**src/rtl/sapq_pkg.sv**
```systemverilog
// shared constants, codes and control structs for the sorted array priority queue
// no dependencies; imported by every module of the block
package sapq_pkg;

   // capacity and derived widths
   localparam int DEPTH     = 64;
   localparam int IDX_W     = $clog2(DEPTH);
   localparam int CNT_W     = $clog2(DEPTH + 1);
   localparam int KEY_W     = 32;
   localparam int VALUE_W   = 32;
   localparam int CMD_W     = 3;
   localparam int POS_W     = 6;
   localparam int STATUS_W  = 2;
   localparam int ENTRY_COUNT_W = 7;
   localparam int CMP_W     = (CNT_W > POS_W) ? CNT_W : POS_W;

   // request command codes
   localparam logic [CMD_W-1:0] CMD_INSERT  = 3'd0;
   localparam logic [CMD_W-1:0] CMD_EXTRACT = 3'd1;
   localparam logic [CMD_W-1:0] CMD_PEEK    = 3'd2;
   localparam logic [CMD_W-1:0] CMD_MODIFY  = 3'd3;
   localparam logic [CMD_W-1:0] CMD_CLEAR   = 3'd4;

   // response status codes
   localparam logic [STATUS_W-1:0] STATUS_OK    = 2'd0;
   localparam logic [STATUS_W-1:0] STATUS_EMPTY = 2'd1;
   localparam logic [STATUS_W-1:0] STATUS_RANGE = 2'd2;
   localparam logic [STATUS_W-1:0] STATUS_FULL  = 2'd3;

   // datapath operations
   typedef enum logic [2:0] {
      OP_NONE,
      OP_INSERT,
      OP_EXTRACT,
      OP_MARK,
      OP_BUBBLE,
      OP_CLEAR
   } dp_op_type;

   // controller to datapath
   typedef struct packed {
      dp_op_type             op;
      logic                  rsp_load;
      logic                  rsp_top;
      logic [STATUS_W-1:0]   rsp_status;
   } dp_cmd_type;

   // datapath to controller
   typedef struct packed {
      logic empty;
      logic full;
      logic pos_ok;
      logic moving;
   } dp_stat_type;

endpackage

```
**src/rtl/sapq_ctrl.sv**
```systemverilog
// controller state machine: handshakes, command decode, modify sequencing
// depends on sapq_pkg
module sapq_ctrl
   import sapq_pkg::*;
(
   input  logic              clock,
   input  logic              reset,
   input  logic              req_valid,
   output logic              req_ready,
   input  logic [CMD_W-1:0]  req_cmd,
   output logic              rsp_valid,
   input  logic              rsp_ready,
   output dp_cmd_type        dp_cmd,
   input  dp_stat_type       dp_stat
);

   localparam logic S_IDLE = 1'b0;
   localparam logic S_MOVE = 1'b1;

   logic state_ff, state_in;
   logic rsp_valid_ff, rsp_valid_in;
   logic accept;

   // take a request only in idle and when the response slot is free or being freed
   assign req_ready = (state_ff == S_IDLE) && (!rsp_valid_ff || rsp_ready);
   assign accept    = req_valid && req_ready;
   assign rsp_valid = rsp_valid_ff;

   // decode
   always_comb begin
      state_in          = state_ff;
      dp_cmd.op         = OP_NONE;
      dp_cmd.rsp_load   = 1'b0;
      dp_cmd.rsp_top    = 1'b0;
      dp_cmd.rsp_status = STATUS_OK;
      unique case (state_ff)
         S_IDLE: begin
            if (accept) begin
               dp_cmd.rsp_load = 1'b1;
               unique case (req_cmd)
                  CMD_INSERT: begin
                     if (dp_stat.full) begin
                        dp_cmd.rsp_status = STATUS_FULL;
                     end else begin
                        dp_cmd.op = OP_INSERT;
                     end
                  end
                  CMD_EXTRACT: begin
                     if (dp_stat.empty) begin
                        dp_cmd.rsp_status = STATUS_EMPTY;
                     end else begin
                        dp_cmd.op      = OP_EXTRACT;
                        dp_cmd.rsp_top = 1'b1;
                     end
                  end
                  CMD_PEEK: begin
                     if (dp_stat.empty) begin
                        dp_cmd.rsp_status = STATUS_EMPTY;
                     end else begin
                        dp_cmd.rsp_top = 1'b1;
                     end
                  end
                  CMD_MODIFY: begin
                     if (!dp_stat.pos_ok) begin
                        dp_cmd.rsp_status = STATUS_RANGE;
                     end else begin
                        dp_cmd.op       = OP_MARK;
                        dp_cmd.rsp_load = 1'b0;
                        state_in        = S_MOVE;
                     end
                  end
                  CMD_CLEAR: begin
                     dp_cmd.op = OP_CLEAR;
                  end
                  default: begin
                  end
               endcase
            end
         end
         S_MOVE: begin
            // walk the modified entry one place a cycle until it settles
            if (dp_stat.moving) begin
               dp_cmd.op = OP_BUBBLE;
            end else begin
               dp_cmd.rsp_load = 1'b1;
               state_in        = S_IDLE;
            end
         end
         default: begin
            state_in = S_IDLE;
         end
      endcase
   end

   // response valid
   always_comb begin
      priority if (dp_cmd.rsp_load) begin
         rsp_valid_in = 1'b1;
      end else if (rsp_ready) begin
         rsp_valid_in = 1'b0;
      end else begin
         rsp_valid_in = rsp_valid_ff;
      end
   end

   always_ff @(posedge clock) begin
      if (reset) begin
         state_ff     <= S_IDLE;
         rsp_valid_ff <= 1'b0;
      end else begin
         state_ff     <= state_in;
         rsp_valid_ff <= rsp_valid_in;
      end
   end

endmodule

```
**config.mk**
```make
export PLATFORM = sky130hd
export DESIGN_NAME = sapq_ctrl
export DESIGN_NICKNAME = d
export VERILOG_FILES = /design/src/rtl/sapq_pkg.sv /design/src/rtl/sapq_ctrl.sv
export SDC_FILE = /design/constraint.sdc
export NUM_CORES = 1
export LEC_CHECK = 0
export BUFFER_PORTS_ARGS = -buffer_cell sky130_fd_sc_hd__buf_2
export CORE_AREA = 3 3 40 42
export DETAILED_ROUTE_END_ITERATION = 8
export DIE_AREA = 0 0 43 45
export SLEW_MARGIN = 20
export SYNTH_ARGS = -nofsm -noshare
export SYNTH_HDL_FRONTEND = slang
export SYNTH_SLANG_ARGS = --single-unit
```
**constraint.sdc**
```tcl
create_clock -name clock -period 1.4 [get_ports clock]
set_input_delay 0.14 -clock clock [delete_from_list [all_inputs] [get_ports clock]]
set_output_delay 0.14 -clock clock [all_outputs]
set_load 0.05 [all_outputs]
```
==> summary by stage <==
Outcome
The flow ran to the end, but the final reports show violations. The final reports fail on negative setup slack.

Die
The area enclosed by the die boundary is 1940 µm². The total area inside the core boundary comes to 1280 µm². The die is 43 µm wide. The die height is 45 µm. The site row count is 13. The effective utilization at floorplan is 0.223. The number of placed I/O pins is 20.

Route
After detailed routing, the number of vias per cell comes to 4.47. The total DRC errors in the routed layout is 0. The count of antenna-violating nets left after detailed routing is 0. The number of optimization iterations in the first detailed-route pass is 2.

The average detailed-routed wire length per instance is around 11 µm. Summed over all layers, the routed wires come to ~840 µm. The number of vias after detailed routing is 353.

For this block, the initial DRC count from the detailed router was 3.

Synth
Averaged over all synthesized cells, the footprint is 7.16 µm². The number of warnings issued by yosys is 0. The synthesized instance count is 40.

The share of the synthesized area in the top cell type is 0.140. The unique cell type count in the Yosys netlist is 25. Yosys attributes the largest share of cell area to sky130_fd_sc_hd__dfxtp_1 (14%), sky130_fd_sc_hd__nor2b_1 (8.7%), sky130_fd_sc_hd__buf_4 (7.9%), sky130_fd_sc_hd__inv_1 (5.2%), sky130_fd_sc_hd__nor2_1 (5.2%).

The mapped netlist covers about 290 µm². The number of nets handed over by synthesis was 51. The largest total area in the synthesized netlist belongs to sky130_fd_sc_hd__dfxtp_1. In this run, synthesis produced a sequential element count of 2. Of the synthesized area, sequential elements account for 0.140.

Power and ir drop
In this run the power spent charging and discharging nets is 0.135 mW. The switching power as a share of total power is 0.366. The analysis attributes to cell leakage a power of 0.253 nW. The sum of internal, switching and leakage power is around 0.37 mW. Across the VDD grid, the largest voltage drop is roughly 0.23 mV. The areal power density over the cells is 686 nW/µm². The internal power summed over all cells is 0.233 mW. Of the total power, registers draw 0.164. The combinational group share of total power is 0.446. The power share of the clock group is 0.390.

Layout
The area used by multi-input combinational logic is 249 µm². The fraction of layout cells with a size suffix above 1 is 0.578. The final-layout fill cell count is 135. For this run, the share of the core covered by cells in the final layout is 0.418. At the end of the flow, the number of nets in the layout was 76. In the layout the commonest cells are sky130_fd_sc_hd__buf_2 (12), sky130_fd_sc_hd__buf_6 (5), sky130_fd_sc_hd__buf_4 (5). The leading cell type in the layout, fill and taps excluded is sky130_fd_sc_hd__buf_2. The footprint of the flip-flops and latches is 43.8 µm².

Relative to the synthesized area, the layout overhead comes to 87.3%. 0 antenna diodes ended up in the layout.

Clock tree
TritonCTS built the clock tree. The clock passes through at most 2 buffers. In this run the number of H-tree levels came out at 1. The clock net sink count is 2. The later-pin clock latency in the skew report is 0.23 ns. Hold repair after CTS inserted 0 buffers.

The post-CTS setup buffer count is 0. Clock-pin slew was measured on the worst setup and hold paths at 0.04 ns. The cell chosen for the clock root is sky130_fd_sc_hd__clkbuf_4. The number of buffers created by CTS is 3.

Critical path
The critical path goes through nor2b_4 -> or4_4 -> nor3_4 -> buf_6. The classification of the worst setup path is register to output port. The largest stage delay on the critical path is 0.44 ns. The number of buffers and inverters on the critical path is 1. The arrival time at the worst endpoint is 1.48 ns.

On the critical path, the stage with the largest delay is an instance of sky130_fd_sc_hd__or4_4. The critical path endpoint category is an output port. Data on the critical path is required at its endpoint by 1.26 ns. The cell family with the largest share of critical-path delay is simple AND/OR/NAND/NOR gates. The worst setup path is launched from a register.

In this run the worst path has a maximum fanout of 2.

GRT
Entering global routing, the biggest net connects 10 pins. For this run, global-route usage on met3 was measured as 0.0120. The met2 routing resource usage after global routing is 0.129. The layer with the highest usage after global routing is met2. The overall overflow remaining after global route is 0. The number of antenna violations at the first check in global routing is 0. The via count of the first global-routing pass is between 300 and 400. In the global route stage, met1 resource usage came out at 0.106.

The first global-routing pass estimated 1.21 mm of wire. For this run, the total global-route usage over all layers was measured as 0.0824.

Timing
Setup repair after global routing could not meet its margin everywhere. The minimum clock period after layout is 1.62 ns. The transition time at the pin with the least slew margin is about 0.25 ns.

The worst path setup slack after routing is -0.218 ns. Derived from the worst setup path, the maximum achievable clock frequency is 618 MHz. The setup skew after layout is 0.0116 ns. Hold is met by 0.0745 ns. The worst slew margin relative to its limit is 0.833.

The number of failing hold endpoints at the final stage is 0. In the finished design, the share of the clock period the worst path needs comes to 1.16. The final-layout setup total negative slack is -0.678 ns. The number of endpoints failing setup at the final stage is 7. The max-slew violation count is 0.

Placed design
At the placement stage, the worst setup path has a slack of -0.0780 ns. After legalization and detailed placement, the total HPWL measured 658 µm. The count of input and output buffers is 19.

The congestion estimate from routability-driven global placement came to 0.742.

Run
Across the run, the number of max-cap violations was 0.

Hold path
The min-delay analysis places its worst path in the category input pin to register.
## flip-flops by register name (all words and copies together), names as in the netlist
name       cells
state_ff       1
rsp_valid      1
## kinds of logic (layout without fill, tap and decap cells)
logic type | after synthesis | in the layout | synth area share
multiplexers | 1 | 1 | 0.0349
AO/OA/AOI/OAI | 8 | 8 | 0.201
flip-flops | 2 | 2 | 0.140
buffers and inverters | 8 | 32 | 0.170
AND/OR/NAND/NOR | 20 | 20 | 0.424
XOR/XNOR | 1 | 1 | 0.0306
## repair_timing
| action | 4_1_cts | 5_1_grt |
|---|---|---|
| pin swaps | 5 | 1 |
| resized for setup | 20 | 2 |
| setup endpoints to repair | 7 | 7 |
## Yosys cell counts, drive strengths merged
library cell  n
a21o          1
a311oi        1
a31oi         1
a32o          1
and2          1
and3          2
buf           4
dfxtp         2
inv           4
mux2i         1
nand2         2
nand2b        1
nand4b        1
nor2          4
nor2b         4
nor3          2
nor3b         1
nor4          1
o21ai         2
o22ai         1
o41ai         1
or4           1
xnor2         1
## through the flow
step / instances / instance area [µm²]
6_report: 79 / 537
5_1_grt: 79 / 537
4_1_cts: 79 / 528
3_5_place_dp: 75 / 425
3_3_place_gp: 75 / 425
2_1_floorplan: 40 / 308
## routing by layer
| metal | routed length, µm | vias up |
|---|---|---|
| met2 | 419 | 10 |
| met3 | 34 | 0 |
| met1 | 383 | 155 |
| met5 | 0 | - |
| met4 | 0 | 0 |
| li1 | - | 188 |
## worst paths after layout
path | from | endpoint | slack (ns) | cells past startpoint
setup / recovery | rsp_valid | dp_cmd[2] | -0.22 | 4
hold / removal | reset | rsp_valid | 0.07 | 2
setup reg to reg | rsp_valid | state_ff | 0.33 | 4
hold reg to reg | state_ff | rsp_valid | 0.68 | 4
## power by group through the flow
stage / registers, mW / logic (mW) / clock network, mW
6_report: 0.0606 / 0.164 / 0.144
5_1_grt: 0.0610 / 0.174 / 0.151
4_1_cts: 0.0607 / 0.161 / 0.148
3_5_place_dp: 0.0615 / 0.138 / 0
3_3_place_gp: 0.0612 / 0.138 / 0
2_1_floorplan: 0.0690 / 0.0930 / 0
## cell type report
type,count,area share
inverters,4,0.0280
repair buffers,24,0.343
clock buffers,4,0.0490
multi-input cells,30,0.464
flip-flops and latches,2,0.0816
well taps,15,0.0350
Power figures use the tool's default switching activity.
